## src/rtl/bsm_pkg.sv

```systemverilog
// Shared types and constants for the bank switch mapper.
package bsm_pkg;

   typedef enum logic [2:0] {
      OP_CPU_WRITE = 3'd0,
      OP_CPU_READ  = 3'd1,
      OP_PPU_READ  = 3'd2,
      OP_PPU_WRITE = 3'd3,
      OP_TICK      = 3'd4
   } opcode_type;

   localparam logic [1:0] TGT_NONE = 2'd0;
   localparam logic [1:0] TGT_PRAM = 2'd1;
   localparam logic [1:0] TGT_PROM = 2'd2;
   localparam logic [1:0] TGT_CHR  = 2'd3;

   localparam logic [2:0] CSR_PRG_COUNT  = 3'd0;
   localparam logic [2:0] CSR_CHR_COUNT  = 3'd1;
   localparam logic [2:0] CSR_CHR_IS_RAM = 3'd2;
   localparam logic [2:0] CSR_PRAM_PRES  = 3'd3;
   localparam logic [2:0] CSR_MIRROR_RST = 3'd4;

   typedef struct packed {
      logic [2:0]  opcode;
      logic [15:0] address;
      logic [7:0]  write_data;
   } req_type;

   typedef struct packed {
      logic [18:0] mapped_address;
      logic [1:0]  target;
      logic        memory_write;
      logic        read_zero;
      logic        irq_line;
      logic        mirror_mode;
   } rsp_type;

   // Controller to datapath commands.
   typedef struct packed {
      logic load;   // capture the request and do the register update
      logic step;   // one step of the bank modulo reduction
      logic finish; // form the result
   } cmd_type;

   // Datapath to controller status.
   typedef struct packed {
      logic mod_done;
   } status_type;

endpackage

```

## src/rtl/bsm_datapath.sv

```systemverilog
// Datapath of the bank switch mapper: mapper state, bank select and modulo unit.
module bsm_datapath (
   input  logic                clock,
   input  logic                reset,
   input  logic                csr_write_enable,
   input  logic [2:0]          csr_index,
   input  logic [8:0]          csr_write_data,
   input  bsm_pkg::req_type    req_payload,
   input  bsm_pkg::cmd_type    cmd,
   output bsm_pkg::status_type status,
   output bsm_pkg::rsp_type    rsp_result
);
   import bsm_pkg::*;

   logic [6:0]  prg_count_ff;
   logic [8:0]  chr_count_ff;
   logic        chr_is_ram_ff, pram_present_ff, mirror_rst_ff;
   logic [2:0]  select_ff;
   logic [7:0]  bank_ff [8];
   logic        chr_layout_ff, prg_layout_ff;
   logic [7:0]  latch_ff, counter_ff;
   logic        irq_en_ff, reload_ff, irq_ff, mirror_ff, mirror_written_ff;

   req_type     req_ff;
   logic [8:0]  rem_ff, rem_in;   // bank being reduced
   logic [8:0]  div_ff;           // effective bank count
   logic [1:0]  kind_ff;          // target memory of the item in work
   rsp_type     out_ff, out_in;

   logic [8:0]  rem_load, div_load;
   logic [1:0]  kind_load;

   // Effective counts.
   logic [6:0] prg_total;
   logic [8:0] chr_total;
   always_comb begin
      if (prg_count_ff == 7'd0) prg_total = 7'd1;
      else if (prg_count_ff > 7'd64) prg_total = 7'd64;
      else prg_total = prg_count_ff;
      chr_total = (chr_count_ff == 9'd0) ? 9'd1 : chr_count_ff;
   end

   // Bank chosen for the incoming request (before reduction).
   logic [1:0] pslot;
   logic [2:0] cslot;
   logic [8:0] pbank, cbank, second_last;
   always_comb begin
      pslot = req_payload.address[14:13];
      second_last = {1'b0, prg_total, 1'b0} - 9'd2;
      case (pslot)
         2'd0: pbank = prg_layout_ff ? second_last : {1'b0, bank_ff[6]};
         2'd1: pbank = {1'b0, bank_ff[7]};
         2'd2: pbank = prg_layout_ff ? {1'b0, bank_ff[6]} : second_last;
         default: pbank = {2'b0, prg_total} - 9'd1;
      endcase
      cslot = req_payload.address[12:10] ^ {chr_layout_ff, 2'b00};
      if (!cslot[2])
         cbank = {1'b0, bank_ff[{2'b00, cslot[1]}] & 8'hFE} + {8'd0, cslot[0]};
      else
         cbank = {1'b0, bank_ff[cslot - 3'd2]};
   end

   // Iterative reduction: subtract the count while the value is at least it.
   assign status.mod_done = rem_ff < div_ff;
   assign rem_in = status.mod_done ? rem_ff : rem_ff - div_ff;

   logic odd;
   assign odd = req_payload.address[0];

   always_ff @(posedge clock) begin
      if (reset) begin
         prg_count_ff <= 7'd32; chr_count_ff <= 9'd128;
         chr_is_ram_ff <= 1'b0; pram_present_ff <= 1'b1; mirror_rst_ff <= 1'b0;
         select_ff <= '0; chr_layout_ff <= 1'b0; prg_layout_ff <= 1'b0;
         for (int i = 0; i < 8; i++) bank_ff[i] <= '0;
         latch_ff <= '0; counter_ff <= '0; irq_en_ff <= 1'b0; reload_ff <= 1'b0;
         irq_ff <= 1'b0; mirror_ff <= 1'b0; mirror_written_ff <= 1'b0;
      end else begin
         if (csr_write_enable) begin
            case (csr_index)
               CSR_PRG_COUNT:  prg_count_ff <= csr_write_data[6:0];
               CSR_CHR_COUNT:  chr_count_ff <= csr_write_data;
               CSR_CHR_IS_RAM: chr_is_ram_ff <= csr_write_data[0];
               CSR_PRAM_PRES:  pram_present_ff <= csr_write_data[0];
               CSR_MIRROR_RST: begin
                  mirror_rst_ff <= csr_write_data[0];
                  if (!mirror_written_ff) mirror_ff <= csr_write_data[0];
               end
               default: ;
            endcase
         end
         if (cmd.load) begin
            if (req_payload.opcode == OP_CPU_WRITE && req_payload.address[15]) begin
               case (req_payload.address[14:13])
                  2'd0: begin
                     if (odd)
                        bank_ff[select_ff] <= (select_ff >= 3'd6) ?
                           (req_payload.write_data & 8'h3F) : req_payload.write_data;
                     else begin
                        select_ff <= req_payload.write_data[2:0];
                        prg_layout_ff <= req_payload.write_data[6];
                        chr_layout_ff <= req_payload.write_data[7];
                     end
                  end
                  2'd1: begin
                     if (!odd) begin
                        mirror_ff <= ~req_payload.write_data[0];
                        mirror_written_ff <= 1'b1;
                     end
                  end
                  2'd2: begin
                     if (odd) reload_ff <= 1'b1;
                     else latch_ff <= req_payload.write_data;
                  end
                  default: begin
                     if (odd) irq_en_ff <= 1'b1;
                     else begin
                        irq_en_ff <= 1'b0;
                        irq_ff <= 1'b0;
                     end
                  end
               endcase
            end else if (req_payload.opcode == OP_TICK) begin
               if (counter_ff == 8'd0 || reload_ff) begin
                  counter_ff <= latch_ff;
                  reload_ff <= 1'b0;
                  if (latch_ff == 8'd0 && irq_en_ff) irq_ff <= 1'b1;
               end else begin
                  counter_ff <= counter_ff - 8'd1;
                  if (counter_ff == 8'd1 && irq_en_ff) irq_ff <= 1'b1;
               end
            end
         end
      end
   end

   // Target, starting bank and divisor of the incoming request.
   always_comb begin
      kind_load = TGT_NONE;
      rem_load  = '0;
      div_load  = 9'd1;
      case (req_payload.opcode)
         OP_CPU_WRITE, OP_CPU_READ: begin
            if (req_payload.address[15:13] == 3'b011) kind_load = TGT_PRAM;
            else if (req_payload.address[15] &&
                     req_payload.opcode == OP_CPU_READ) begin
               kind_load = TGT_PROM;
               rem_load  = pbank;
               div_load  = {2'b0, prg_total};
            end
         end
         OP_PPU_READ, OP_PPU_WRITE: begin
            kind_load = TGT_CHR;
            rem_load  = cbank;
            div_load  = chr_total;
         end
         default: ;
      endcase
   end

   // Result of the item in work, taken once the reduction is done.
   always_comb begin
      out_in = '0;
      out_in.irq_line = irq_ff;
      out_in.mirror_mode = mirror_ff;
      out_in.target = kind_ff;
      case (kind_ff)
         TGT_PRAM: begin
            out_in.mapped_address = {6'd0, req_ff.address[12:0]};
            out_in.memory_write = (req_ff.opcode == OP_CPU_WRITE) && pram_present_ff;
            out_in.read_zero = (req_ff.opcode == OP_CPU_READ) && !pram_present_ff;
         end
         TGT_PROM: begin
            out_in.mapped_address = {rem_ff[5:0], req_ff.address[12:0]};
         end
         TGT_CHR: begin
            out_in.mapped_address = {rem_ff, req_ff.address[9:0]};
            out_in.memory_write = (req_ff.opcode == OP_PPU_WRITE) && chr_is_ram_ff;
         end
         default: ;
      endcase
   end

   always_ff @(posedge clock) begin
      if (cmd.load) begin
         req_ff <= req_payload;
         kind_ff <= kind_load;
         rem_ff <= rem_load;
         div_ff <= div_load;
      end else if (cmd.step) begin
         rem_ff <= rem_in;
      end
      if (cmd.finish) out_ff <= out_in;
   end

   assign rsp_result = out_ff;

endmodule

```

## src/rtl/bsm_control.sv

```systemverilog
// Controller state machine of the bank switch mapper.
module bsm_control (
   input  logic                clock,
   input  logic                reset,
   input  logic                req_valid,
   output logic                req_stall,
   output logic                rsp_valid,
   input  logic                rsp_stall,
   input  bsm_pkg::status_type status,
   output bsm_pkg::cmd_type    cmd
);
   import bsm_pkg::*;

   typedef enum logic [1:0] {S_IDLE, S_REDUCE, S_FINISH, S_HOLD} state_type;
   state_type state_ff;
   logic      valid_ff;

   assign req_stall = (state_ff != S_IDLE);
   assign rsp_valid = valid_ff;

   always_comb begin
      cmd.load   = (state_ff == S_IDLE) && req_valid;
      cmd.step   = (state_ff == S_REDUCE) && !status.mod_done;
      cmd.finish = (state_ff == S_FINISH);
   end

   always_ff @(posedge clock) begin
      if (reset) begin
         state_ff <= S_IDLE;
         valid_ff <= 1'b0;
      end else begin
         case (state_ff)
            S_IDLE:   if (req_valid) state_ff <= S_REDUCE;
            S_REDUCE: if (status.mod_done) state_ff <= S_FINISH;
            S_FINISH: begin
               valid_ff <= 1'b1;
               state_ff <= S_HOLD;
            end
            S_HOLD: begin
               if (!rsp_stall) begin
                  valid_ff <= 1'b0;
                  state_ff <= S_IDLE;
               end
            end
            default: state_ff <= S_IDLE;
         endcase
      end
   end

   assert property (@(posedge clock) disable iff (reset)
      rsp_valid |-> state_ff == S_HOLD)
      else $error("result shown outside hold state");
   assert property (@(posedge clock) disable iff (reset)
      cmd.load |=> !cmd.load)
      else $error("second item loaded while busy");
   assert property (@(posedge clock) disable iff (reset)
      cmd.finish |=> rsp_valid)
      else $error("finish did not raise valid");

endmodule

```

## src/rtl/bank_switch_mapper_with_scanline_irq.sv

```systemverilog
// Top level of the bank switch mapper with scanline interrupt counter.
// The request is registered on acceptance; the reduction then subtracts the bank count
// from the bank until it is below the count, and the result is registered and offered
// until it is taken. One item is in work at a time; the next is accepted after that.
// Synchronous active-high reset restores the controller, mapper state and configuration
// registers to power-up values, but not the request, reduction and result registers;
// until the CPU writes mirroring, a CSR write to mirroring_at_reset also sets mirroring.
module bank_switch_mapper_with_scanline_irq (
   input  logic             clock,
   input  logic             reset,
   input  logic             req_valid,
   output logic             req_stall,
   input  bsm_pkg::req_type req_payload,
   output logic             rsp_valid,
   input  logic             rsp_stall,
   output bsm_pkg::rsp_type rsp_payload,
   input  logic             csr_write_enable,
   input  logic [2:0]       csr_index,
   input  logic [8:0]       csr_write_data
);
   import bsm_pkg::*;

   cmd_type    cmd;
   status_type status;

   // The controller sequences one transfer at a time.
   bsm_control u_control (
      .clock, .reset, .req_valid, .req_stall, .rsp_valid, .rsp_stall,
      .status, .cmd
   );

   // The datapath holds mapper state and forms the result.
   bsm_datapath u_datapath (
      .clock, .reset, .csr_write_enable, .csr_index, .csr_write_data,
      .req_payload, .cmd, .status, .rsp_result(rsp_payload)
   );

endmodule
```

## config.mk

```make
export PLATFORM = sky130hd
export DESIGN_NAME = bank_switch_mapper_with_scanline_irq
export DESIGN_NICKNAME = d
export VERILOG_FILES = /design/src/rtl/bsm_pkg.sv /design/src/rtl/bsm_datapath.sv /design/src/rtl/bsm_control.sv /design/src/rtl/bank_switch_mapper_with_scanline_irq.sv
export SDC_FILE = /design/constraint.sdc
export NUM_CORES = 1
export LEC_CHECK = 0
export BUFFER_PORTS_ARGS = -buffer_cell sky130_fd_sc_hd__buf_2
export CORE_ASPECT_RATIO = 0.9
export CORE_MARGIN = 4
export CORE_UTILIZATION = 65
export CTS_BUF_LIST = sky130_fd_sc_hd__clkbuf_8
export DETAILED_ROUTE_END_ITERATION = 7
export PLACE_DENSITY = 0.86
export SKIP_CTS_REPAIR_TIMING = 1
export SLEW_MARGIN = 20
export SYNTH_ARGS = -nofsm -noshare
export SYNTH_HDL_FRONTEND = slang
export SYNTH_SLANG_ARGS = --single-unit
export TNS_END_PERCENT = 100
```

## constraint.sdc

```tcl
create_clock -name clock -period 5.1 [get_ports clock]
set_input_delay 0.255 -clock clock [delete_from_list [all_inputs] [get_ports clock]]
set_output_delay 0.255 -clock clock [all_outputs]
set_load 0.005 [all_outputs]
```

==> run summary, run 1 <==
The flow ran to the end, and the final reports show no timing, DRC or antenna violations. The total number of nets in the final design came out at 845. The number of placed instances, taps included, is 913.

The tools report the number of failing setup endpoints in the final timing report as 0. The clock edge transition at the registers on the reported setup and hold paths is 0.08 ns. The mean instance size in the synthesized netlist is 11.51 um^2. The number of cells on the worst hold path was 2; the length of routed wiring on met1 was 7559 um.

The logs give 5521 for the number of global-route vias before repair and 0 for the warning count from the yosys run. Class of the tightest hold or removal check: in2reg. The run gives 0 as the final hold violation count. The share of the clock period used by the worst path is 52.58%, and the met2 layer wire length in the routed design is 9291 um. Entering global routing, the biggest net connects 59 pins. For the non-filler instance count after layout, the log shows 955. For the number of iterations in the first detailed-routing pass, the log shows 5. The die is 113.8 um tall. After routing, the total negative slack on setup checks comes to 0 ns. Setup repair after global routing left no endpoint under its margin. The worst pin sits at a relative slew slack of 36.38%. Initial antenna violation count: 0. The tools report the gate count after technology mapping as 703. The area growth from synthesis to layout is 11.83%. The final layout contains routed wiring with a total length of 18510 um. Of all cell types, the one taking the most synthesized area is edfxtp_1. The mean number of vias per cell came out at 6.074. The setup check on the worst reg-to-reg path leaves a slack of 2.42 ns. For this run the aggregate overflow at the end of global routing stands at 0.

The kind of critical path was reg2reg. Routability-driven placement finished with a final weighted congestion of 0.8858. The logs give 13000 um for the detailed-placement wirelength estimate and 0.3729 GHz for the maximum frequency from static timing analysis.

Along the worst path, the maximum fanout reaches 8. In the final routed layout, each cell accounts on average for 19.38 um. Across the VDD grid, the largest voltage drop is 331.6 uV. The number of antenna diodes in the final layout is 0.

The number of maximum-capacitance constraint violations was 0; the required time at the endpoint of the critical path was 5.31 ns. Sorting the synthesized cells by area gives the leading types as edfxtp_1, dfxtp_1, and2_1, mux2i_1, nor2_1. In this run, synthesis inferred 123 flip-flops with an integrated enable.

The first global-routing pass estimated 29150 um of wire. The number of cells on the worst reg-to-reg path came out at 9. Global routing consumed, over all layers together, 26.14% of the routing resources. The cell at the root of the clock tree is clkbuf_8. The count of input and output buffers is 70.

The routed length on met3 came out at 1376 um. The number of vias in the routed layout was 5801; the cell area after synthesis was 8090 um^2. For the final database, setup skew stands at 0.01258 ns.

The number of DRC violations after detailed routing was 0; the core outline area was 12120 um^2. The worst setup path is captured at a flop. Cells with a size suffix above 1 make up 16.86% of the layout. Signal routing reaches up to met4. The worst register-to-register path ends at u_datapath.rem_ff[5]. The share of synthesized area in the top cell type comes to 45.65%. The share of synthesized area occupied by flip-flops and latches came out at 57.28%.

The initial core utilization is 66.73%, and the power density over cell area is 400.8 nW/um^2. TritonCTS built the clock tree. For the worst-skew pair, the clock arrives at the later sink with an insertion delay of 0.46 ns. The worst register-to-register path begins at u_datapath.prg_count_ff[2]. TritonCTS created 17 clock buffers.

After synthesis, the share of flip-flops with an asynchronous set or reset is 0%. The die is 125.6 um wide. Once detail routing completed, the nets flagged for antenna violations numbered 0. The terminating pin of the worst hold path was u_datapath.prg_count_ff[5].

The netlist uses 67 different library cells. Post-synthesis register bit count: 170. The number of violations reported at the end of detailed-routing iteration 0 was 571; the die area was 14300 um^2.

For the pin with the worst max-slew slack, the measured transition is 0.9510 ns. The run gives 38 as the site row count. The max-slew violation count was 0; the H-tree depth reported by CTS was 4.

Data arrival time of the critical path: 2.89 ns. The startpoint identified for the worst hold timing path is csr_write_data[5]. CTS saw 170 sinks. The most used flip-flop cell after synthesis is edfxtp_1. In this run the count of I/O pins placed on the die edge is 71. The clock period could shrink to 2.682 ns. Deepest clock path buffer count: 2. The worst setup path is launched from a flop. For the leakage power total, the log shows 3.367 nW.
layer usage:
metal  GRT usage [%]  up-vias
li1                -     2728
met1           34.63     2787
met5               0        -
met4           8.092        0
met2           43.94      259
met3           5.384       27
per-stage QoR:
| step | setup slack, ns | hold slack (ns) | util, % | power [mW] | cell area, um^2 |
|---|---|---|---|---|---|
| CTS | 2.447 | -0.05791 | 73.72 | 3.612 | 8937 |
| finish | 2.418 | 0.04300 | 74.62 | 3.626 | 9047 |
| floorplan | 2.664 | 0.3539 | - | 2.436 | 8102 |
| detailed placement | 2.450 | 0.4186 | 70.66 | 2.718 | 8567 |
| global placement | 2.535 | 0.4119 | 70.66 | 2.664 | 8567 |
| global route | 2.257 | 0.02123 | 74.62 | 3.798 | 9047 |
cells in the final DEF (no fill, tap or decap), drive strengths merged, types with 18 or more instances in the layout:
cell	netlist	routed
o21ai	20	20
nand2	41	41
edfxtp	123	123
inv	24	31
dfxtp	47	47
nor2b	27	27
a21oi	34	34
buf	11	73
nor2	70	70
ha	18	18
and2	62	62
mux2i	38	38
registers in the layout, indices dropped and copies added, names as in the netlist, 2 cells and up:
name                     flops
u_datapath.rem_ff            9
u_control.state_ff           2
u_datapath.latch_ff          8
u_datapath.bank_ff          62
u_datapath.div_ff            9
u_datapath.chr_count_ff      9
u_datapath.prg_count_ff      7
u_datapath.counter_ff        8
u_datapath.select_ff         3
u_datapath.req_ff           16
u_datapath.rsp_result       25
u_datapath.kind_ff           2
report_power, final:
part | total [mW] | leakage (nW) | switching (mW) | internal (mW)
clock | 0.905 | 0.193 | 0.478 | 0.427
sequential | 1.84 | 1.60 | 0.101 | 1.73
combinational | 0.885 | 1.58 | 0.524 | 0.361
layout make-up:
cell class | instances | area [um^2]
Multi-Input combinational cell | 485 | 3276
Tap cell | 160 | 200.2
Fill cell | 793 | 3077
Clock buffer | 17 | 234.0
Timing Repair Buffer | 83 | 473.0
Sequential cell | 170 | 4634
Inverter | 25 | 93.84
Clock inverter | 15 | 136.4
synth_stat cells, types with 15 or more instances:
master / count
edfxtp_1: 123
nor2_1: 69
and2_1: 61
dfxtp_1: 47
nand2_1: 41
mux2i_1: 38
a21oi_1: 34
nor2b_1: 27
inv_1: 24
o21ai_0: 20
ha_1: 18
clkbuf_1: 15
critical path: stages, from the launching register on:
cell	delay, ns
dfxtp_1	0.38
or4_4	0.56
o21bai_1	0.18
nand2_1	0.13
ha_1	0.27
nor2b_1	0.15
a21oi_1	0.05
a22oi_1	0.21
nand3b_1	0.12
a221o_1	0.38
cells by family after synthesis:
kind of cell	synth area share [%]
AO/OA/AOI/OAI	10.19
XOR/XNOR	0.6495
adder cells (fa/ha/maj)	3.031
buffers and inverters	2.490
flip-flops	57.28
multiplexers	7.485
other	0.04635
AND/OR/NAND/NOR	18.82
how the worst max path moves through the flow:
stage | end | from | slack (ns) | cells past startpoint
3_3_place_gp | u_datapath.rem_ff[5] | u_datapath.prg_count_ff[2] | 2.53 | 9
3_5_place_dp | u_datapath.rem_ff[5] | u_datapath.prg_count_ff[2] | 2.45 | 9
6_report | u_datapath.rem_ff[5] | u_datapath.prg_count_ff[2] | 2.42 | 9
2_1_floorplan | u_datapath.rem_ff[5] | u_control.state_ff[0] | 2.66 | 7
5_1_grt | u_datapath.bank_ff[2][2] | u_control.state_ff[0] | 2.26 | 6
4_1_cts | u_datapath.rem_ff[5] | u_datapath.prg_count_ff[2] | 2.45 | 9
(Power assumes the default switching activity.)
==> run 2, diff against run 1 <==
- ABC_AREA: default -> 1
- CORE_UTILIZATION: 65 -> 62
- PLACE_DENSITY: 0.86 -> 0.83
- clock period: 5.1 -> 2.6 ns (I/O delays scaled with it)
==> run summary, run 2 <==
The vertical die dimension works out to 115.7 um (+1.7%). The fraction of synthesis flops using an asynchronous set or reset pin was 0% (unchanged). The largest driver fanout on the critical path came out at 9 (+1). The number of synthesized flops with an enable pin is 123 (unchanged). For the final hold violation count, the log shows 0 (unchanged). The share of synthesized area spent on multiplexers is 0% (-7.5 points), and the final critical-path required period is 2.273 ns (-0.4089 ns). Number of flip-flops in the largest register: 62 (unchanged). Combinational family with the most area after synthesis: simple AND/OR/NAND/NOR gates.

The post-synthesis register bit count came out at 170 (unchanged). For the worst clock skew, the log shows 0.01774 ns (+0.005167 ns). The number of violations reported at the end of detailed-routing iteration 0 was 663 (+16%); the later-pin clock latency in the skew report was 0.46 ns (about the same). The H-tree depth reported by CTS came out at 4 (unchanged). The simple-gate share of the synthesized area came out at 19.48% (+0.66 points). The library cell with the largest summed area after synthesis is edfxtp_1. The total wire length after detailed routing was 19050 um (+2.9%). The initial antenna violation count is 0 (unchanged), and the cell area after synthesis is 7996 um^2 (-1.2%). The number of vias in the routed layout is 6375 (+9.9%). TritonCTS built the clock tree. The library cells used most frequently in the layout, excluding fill and tap cells, are nor2_1, edfxtp_1, nand2_1. The horizontal extent of the die was 127.7 um (+1.7%); the detailed-placement wirelength estimate was 13200 um (+1.5%).

Mean number of vias per cell: 5.707 (-6.0%). Count of input and output buffers: 70 (unchanged). The worst hold path belongs to the class in2reg. The number of global-route vias before repair was 5860 (+6.1%); the overall power was 7.255 mW (+100%).

The run gives 64.01% (+28 points) as the remaining max-slew budget at the tightest pin. The run gives 0 (unchanged) as the leftover overflow at the end of global routing. Number of DRC violations after detailed routing: 0 (unchanged). The clock edge transition at the registers on the reported setup and hold paths came out at 0.10 ns (+0.02 ns).

The tools report the number of failing setup endpoints in the final timing report as 0 (unchanged). In this run the clock root is driven by a clkbuf_8. The run gives 0 (unchanged) as the number of nets with antenna violations after detailed routing.

The element type at the critical path start is a flop. The top cell type's share of synthesized area is 46.19% (+0.54 points), and the deepest clock path buffer count is 2 (unchanged). The mean instance size in the synthesized netlist is 9.588 um^2 (-17%). For the post-place instance area, the log shows 8514 um^2 (-0.61%). The largest net degree at the start of global routing came out at 32 (-46%). The share of post-route cells with drive strength above 1 is 16.79% (-0.066 points). The peak supply drop was 575.3 uV (+73%). Setup repair after global routing left no endpoint under its margin. The run gives 39 (+2.6%) as the site row count. The required time at the endpoint of the critical path was 2.73 ns (-2.58 ns); the antenna diode count was 0 (unchanged). Yosys attributes the largest share of cell area to edfxtp_1, dfxtp_1, nor2_1, nand2_1, inv_1. For this run, the leading register cell type out of synthesis is edfxtp_1. For the last weighted congestion value of the routability-driven placer, the log shows 0.9703 (+9.5%).

The tools report the count of different cell masters after synthesis as 54 (-19%). Most frequent standard cell in the layout excluding fill and tap cells: nor2_1. The number of iterations in the first detailed-routing pass is 5 (unchanged). The register with the most flip-flops is u_datapath.bank_ff. The share of the clock period used by the worst path is 87.42% (+35 points). The max-slew violation count came out at 0 (unchanged). The global-route wire length before repair came out at 29070 um (-0.26%).

The TritonCTS buffer count is 17 (unchanged). Overall track demand over capacity in global routing: 25.37% (-0.76 points). The critical path is of the reg2reg type. For the leakage power total, the log shows 3.756 nW (+12%). The parity-gate share of the synthesized area counting xor and xnor cells came out at 1.064% (+0.41 points). The tools report the final instance area as 9206 um^2 (+1.8%).

The power density over cell area was 788.0 nW/um^2 (+97%). The cell with the most instances after synthesis was nor2_1. Gate count after technology mapping: 834 (+19%). I/O pin total: 71 (unchanged). The number of maximum-capacitance constraint violations is 0 (unchanged).

The growth of design area from synthesis to finish came out at 15.13%. The routed length per placed instance works out to 17.05 um (-12%). The logs give 0 (unchanged) for the warning count from the yosys run and 2.41 ns (-0.48 ns) for the data arrival time of the critical path.

Slew at the pin closest to its max-slew limit: 0.5372 ns (-0.4138 ns). The total number of nets in the final design was 1003 (+19%). The commonest cells after synthesis are nor2_1, edfxtp_1, nand2_1, inv_1, dfxtp_1.

The kind of capture point of the worst setup path is a flop. The run finished with clean final reports. For the total negative slack for setup checks, the log shows 0 ns (unchanged). The area fraction in compound gates after synthesis was 12.38% (+2.2 points). The number of sinks on the clock net is 170 (unchanged). The logs give 14780 um^2 (+3.4%) for the die area and 0.4400 GHz (+18%) for the maximum frequency from static timing analysis. The share of synthesized cell area in full adder, half adder and majority cells is 3.067% (+0.036 points), and the core outline area is 12640 um^2 (+4.2%).

The share of synthesized area occupied by flip-flops and latches was 57.96% (+0.67 points); the initial core utilization was 63.27% (-3.5 points).
run 2: routing by layer:
layer	vias up	global-route usage, %	part of all wire, %
met5	-	0	0
met4	0	8.628	2.3
met3	41	7.281	9.4
met2	329	40.44	47
met1	2932	33.91	41
li1	3073	-	-
run 2: power breakdown:
group          total [mW]  switching (mW)  internal [mW]
logic                1.76            1.14          0.613
clock network        1.98            1.01          0.966
registers            3.52           0.150           3.37
total                7.25            2.31           4.95
run 2: worst paths after layout:
path	from	endpoint	slack (ns)	cells past startpoint
worst max-delay path	u_control.state_ff[1]	u_datapath.bank_ff[6][7]	0.33	8
worst min-delay path	req_payload[0]	u_datapath.select_ff[0]	0.006	3
worst max register to register	u_control.state_ff[1]	u_datapath.bank_ff[6][7]	0.33	8
worst min register to register	u_datapath.mirror_ff	u_datapath.rsp_result[0]	0.44	0
run 2: cell families (layout without fill, tap and decap cells):
logic type | count (synthesis) | in the layout
other | 1 | 4
DFF | 170 | 170
and+or+nand+nor | 347 | 347
adders and majority gates | 19 | 19
AOI/OAI and AO/OA | 170 | 170
xor gates and xnor gates | 8 | 8
buffers and inverters | 119 | 235
run 2: layout make-up:
type                            instances  area, um^2
Clock buffer                           17       234.0
Clock inverter                         15       187.7
Fill cell                             867        3432
Inverter                               99       379.1
Multi-Input combinational cell        548        2893
Sequential cell                       170        4634
Tap cell                              164       205.2
Timing Repair Buffer                  104       673.1
run 2: worst max-delay path: stages, from the launching register on:
cell and delay (ns):
dfxtp_1 0.35, inv_1 0.12, ha_1 0.20, nand2_2 0.20, nor3_1 0.23, nand3_2 0.17, nor2_4 0.20, nand2_1 0.17
nand2_1 0.30
run 2: metrics by stage:
stage | cells | setup slack (ns) | utilization, % | hold slack, ns
floorplan | 837 | 0.3632 | - | 0.2289
global route | 1117 | 0.07739 | 72.84 | 0.03571
CTS | 1090 | 0.3531 | 70.71 | -0.1854
detailed placement | 1058 | 0.3809 | 67.37 | 0.3091
global placement | 1058 | 0.4628 | 67.37 | 0.3097
finish | 1117 | 0.3272 | 72.84 | 0.006291
==> run 3, diff against run 2 <==
- CELL_PAD_IN_SITES_DETAIL_PLACEMENT: default -> 2
- CELL_PAD_IN_SITES_GLOBAL_PLACEMENT: default -> 2
- CORE_UTILIZATION: 62 -> 39
- PLACE_DENSITY: 0.83 -> default
- PLACE_DENSITY_LB_ADDON: default -> 0.1
- SYNTH_HIERARCHICAL: default -> 1
==> run summary, run 3 <==
The fraction of synthesis flops using an asynchronous set or reset pin was 0% (unchanged). The worst register-to-register path ends at u_control/state_ff[0]. The cell at the root of the clock tree is clkbuf_8. The post-synthesis register bit count works out to 170 (unchanged).

For the largest net degree at the start of global routing, the log shows 43 (+34%). The total wire length after detailed routing was 26720 um (+40%). For the count of different cell masters after synthesis, the log shows 50 (-7.4%). By count the netlist is led by nand2_1, nor2_1, edfxtp_1, inv_1, o21ai_0.

The mean number of vias per cell came out at 5.188 (-9.1%). The routed length per placed instance is 20.84 um (+22%), and the number of violations reported at the end of detailed-routing iteration 0 is 375 (-43%). By area the synthesized netlist is led by edfxtp_1, dfxtp_1, nand2_1, nor2_1, o21ai_0. The detailed-placement wirelength estimate was 19170 um (+45%). STA classifies the critical path startpoint as a flop.

The class of the tightest hold or removal check was in2reg. TritonCTS buffer count: 17 (unchanged). The run gives 7099 (+21%) as the number of global-route vias before repair. The slew at the pin closest to its max-slew limit is 0.5667 ns (+0.02944 ns).

The worst setup path is captured at a flop. Horizontal extent of the die: 161.0 um (+26%). For the non-filler instance count after layout, the log shows 1282 (+15%). The data arrival time of the critical path was 2.83 ns (+0.42 ns). The final instance area is 9618 um^2 (+4.5%).

The tools report the total negative slack for setup checks as 0 ns (unchanged). The number of flip-flops in the largest register came out at 62 (unchanged). The register with the most flip-flops is u_datapath/bank_ff.

Setup repair after global routing left no endpoint under its margin. For the initial antenna violation count, the log shows 1 (+1). The post-placement cell count was 1219 (+15%). The count of input and output buffers works out to 70 (unchanged). The maximum frequency from static timing analysis is 0.4127 GHz (-6.2%). Start of the worst register-to-register path: u_datapath/rem_ff[2].

The flow ran to the end, but the final reports show violations. For the required time at the endpoint of the critical path, the log shows 3.00 ns (+0.27 ns). The overall track demand over capacity in global routing was 21.93% (-3.4 points); the power density over cell area was 787.0 nW/um^2 (-0.13%). The global-route wire length before repair was 40250 um (+38%); the H-tree depth reported by CTS was 4 (unchanged).

The number of sinks on the clock net is 170 (unchanged). The logs give 56.37% (-1.6 points) for the share of synthesized area occupied by flip-flops and latches and 1 (+1) for the final hold violation count. Share of post-route cells with drive strength above 1: 16.57% (-0.22 points). The initial core utilization was 39.58% (-24 points). The number of vias in the routed layout is 6651 (+4.3%), and the last weighted congestion value of the routability-driven placer is 0.8526 (-12%). The largest driver fanout on the critical path is 5 (-4).

The run gives 0 (unchanged) as the number of failing setup endpoints in the final timing report. The library cell with the largest summed area after synthesis is edfxtp_1. Clock edge transition at the registers on the reported setup and hold paths: 0.10 ns (about the same). The tools report the terminating pin of the worst hold path as u_datapath/select_ff[2]. The leftover overflow at the end of global routing was 0 (unchanged). Number of cells on the worst reg-to-reg path: 14 (+6). Among all flip-flop cells after synthesis, the most frequent one is edfxtp_1.

Mean instance size in the synthesized netlist: 9.439 um^2 (-1.6%). The tools report the die area as 23470 um^2 (+59%). The share of the clock period used by the worst path was 93.20% (+5.8 points); the number of cells on the worst hold path was 3 (unchanged). The most frequent standard cell in the layout excluding fill and tap cells is nand2_1.

The remaining max-slew budget at the tightest pin is 62.10% (-1.9 points), and the number of synthesized flops with an enable pin is 123 (unchanged). TritonCTS built the clock tree. The logs give 20770 um^2 (+64%) for the core outline area and 1046 (+4.3%) for the total number of nets in the final design. Beginning of the worst hold path: req_payload[2].

The final reports fail on negative hold slack. The I/O pin total came out at 71 (unchanged). The leakage power total was 4.093 nW (+9.0%). In the post-synthesis netlist, the cell with the most instances is nand2_1. The logs give -0.01837 ns (-0.02466 ns) for the worst hold slack and 0.01267 ns (-0.005074 ns) for the worst clock skew.

The site row count was 50 (+28%); the top cell type's share of synthesized area was 44.92% (-1.3 points). The top cell types in the final layout, fill and taps aside, are nand2_1, nor2_1, edfxtp_1. The critical path is of the reg2reg type. The peak supply drop is 333.5 uV (-42%), and the warning count from the yosys run is 6 (+6). The reg-to-reg setup timing slack is 0.18 ns (-0.15 ns), and the vertical die dimension is 145.7 um (+26%). The logs give 871 (+4.4%) for the gate count after technology mapping and 8910 um^2 (+4.6%) for the post-place instance area.

From synthesis to final layout, the design area changed by 16.98%. For the cell area after synthesis, the log shows 8222 um^2 (+2.8%). The logs give 0 (unchanged) for the number of nets with antenna violations after detailed routing and 0 (unchanged) for the number of maximum-capacitance constraint violations.

The tools report the number of DRC violations after detailed routing as 0 (unchanged). The max-slew violation count was 0 (unchanged); the final critical-path required period was 2.423 ns (+0.1503 ns). For the antenna diode count, the log shows 0 (unchanged).

The later-pin clock latency in the skew report was 0.47 ns (about the same). The logs give 2 (unchanged) for the deepest clock path buffer count and 4 (-1) for the number of iterations in the first detailed-routing pass.
[run 3: cell count changes after synthesis, moves of 15 or more]
cell / delta
o21ai_0: +30
a21oi_1: +24
inv_1: +17
o21ai_1: -34
nor2_1: -15
nand2_1: +19
[run 3: critical path, stage by stage, from the launching register on]
cell	delay, ns
edfxtp_1	0.45
ha_1	0.39
a21oi_1	0.16
nand2_1	0.12
a21oi_2	0.22
o21ai_2	0.10
a21oi_1	0.18
o21bai_1	0.11
inv_1	0.07
inv_1	0.04
nand2_2	0.06
nand3_2	0.13
nand2_1	0.11
nand2_1	0.07
nor2_1	0.14
[run 3: how the worst max path moves through the flow]
stage / depth (start not counted) / end / from
floorplan: 11 / u_datapath/bank_ff[4][0] / u_control/state_ff[0]
global placement: 13 / u_datapath/rem_ff[2] / u_datapath/rem_ff[2]
detailed placement: 13 / u_datapath/rem_ff[2] / u_datapath/rem_ff[2]
CTS: 13 / u_datapath/rem_ff[4] / u_datapath/rem_ff[2]
global route: 14 / u_control/state_ff[0] / u_datapath/rem_ff[2]
finish: 14 / u_control/state_ff[0] / u_datapath/rem_ff[2]
[run 3: layout make-up]
cell class / count / area, um^2
fill: 2252 / 11150
sequential: 170 / 4634
multi-input combinational: 568 / 3044
timing repair buffer: 111 / 733.2
inverter: 115 / 462.9
tap: 286 / 357.8
clock buffer: 17 / 234.0
clock inverter: 15 / 151.4
[run 3: power breakdown]
group,leakage (nW),switching (mW),internal (mW),total [mW]
Clock,0.194,1.15,0.715,1.86
Sequential,1.60,0.173,3.39,3.57
Combinational,2.30,1.38,0.756,2.14
Total,4.09,2.70,4.87,7.57
[run 3: cell families (layout without fill, tap and decap cells)]
family | after synthesis | count (layout) | synth area share [%]
AOI/OAI and AO/OA | 192 | 192 | 12.92
xor gates and xnor gates | 7 | 7 | 0.8371
adders and majority gates | 19 | 19 | 2.983
buffers and inverters | 136 | 258 | 6.924
DFF | 170 | 170 | 56.37
other | 1 | 4 | 0.04561
and+or+nand+nor | 346 | 346 | 19.92
[run 3: per-stage QoR]
stage	setup slack (ns)	power, mW	util (%)
floorplan	0.05110	4.860	-
global placement	0.1708	5.470	42.90
detailed placement	0.01234	5.667	42.90
CTS	-0.06587	7.553	44.75
global route	0.007123	8.019	46.31
finish	0.1768	7.570	46.31
[run 3: layer usage]
layer / track usage [%] / wire length, um / vias up
li1: - / - / 3172
met1: 28.75 / 12170 / 3339
met2: 37.97 / 13310 / 112
met3: 3.937 / 772 / 26
met4: 5.160 / 454 / 2
met5: 0 / 12 / -
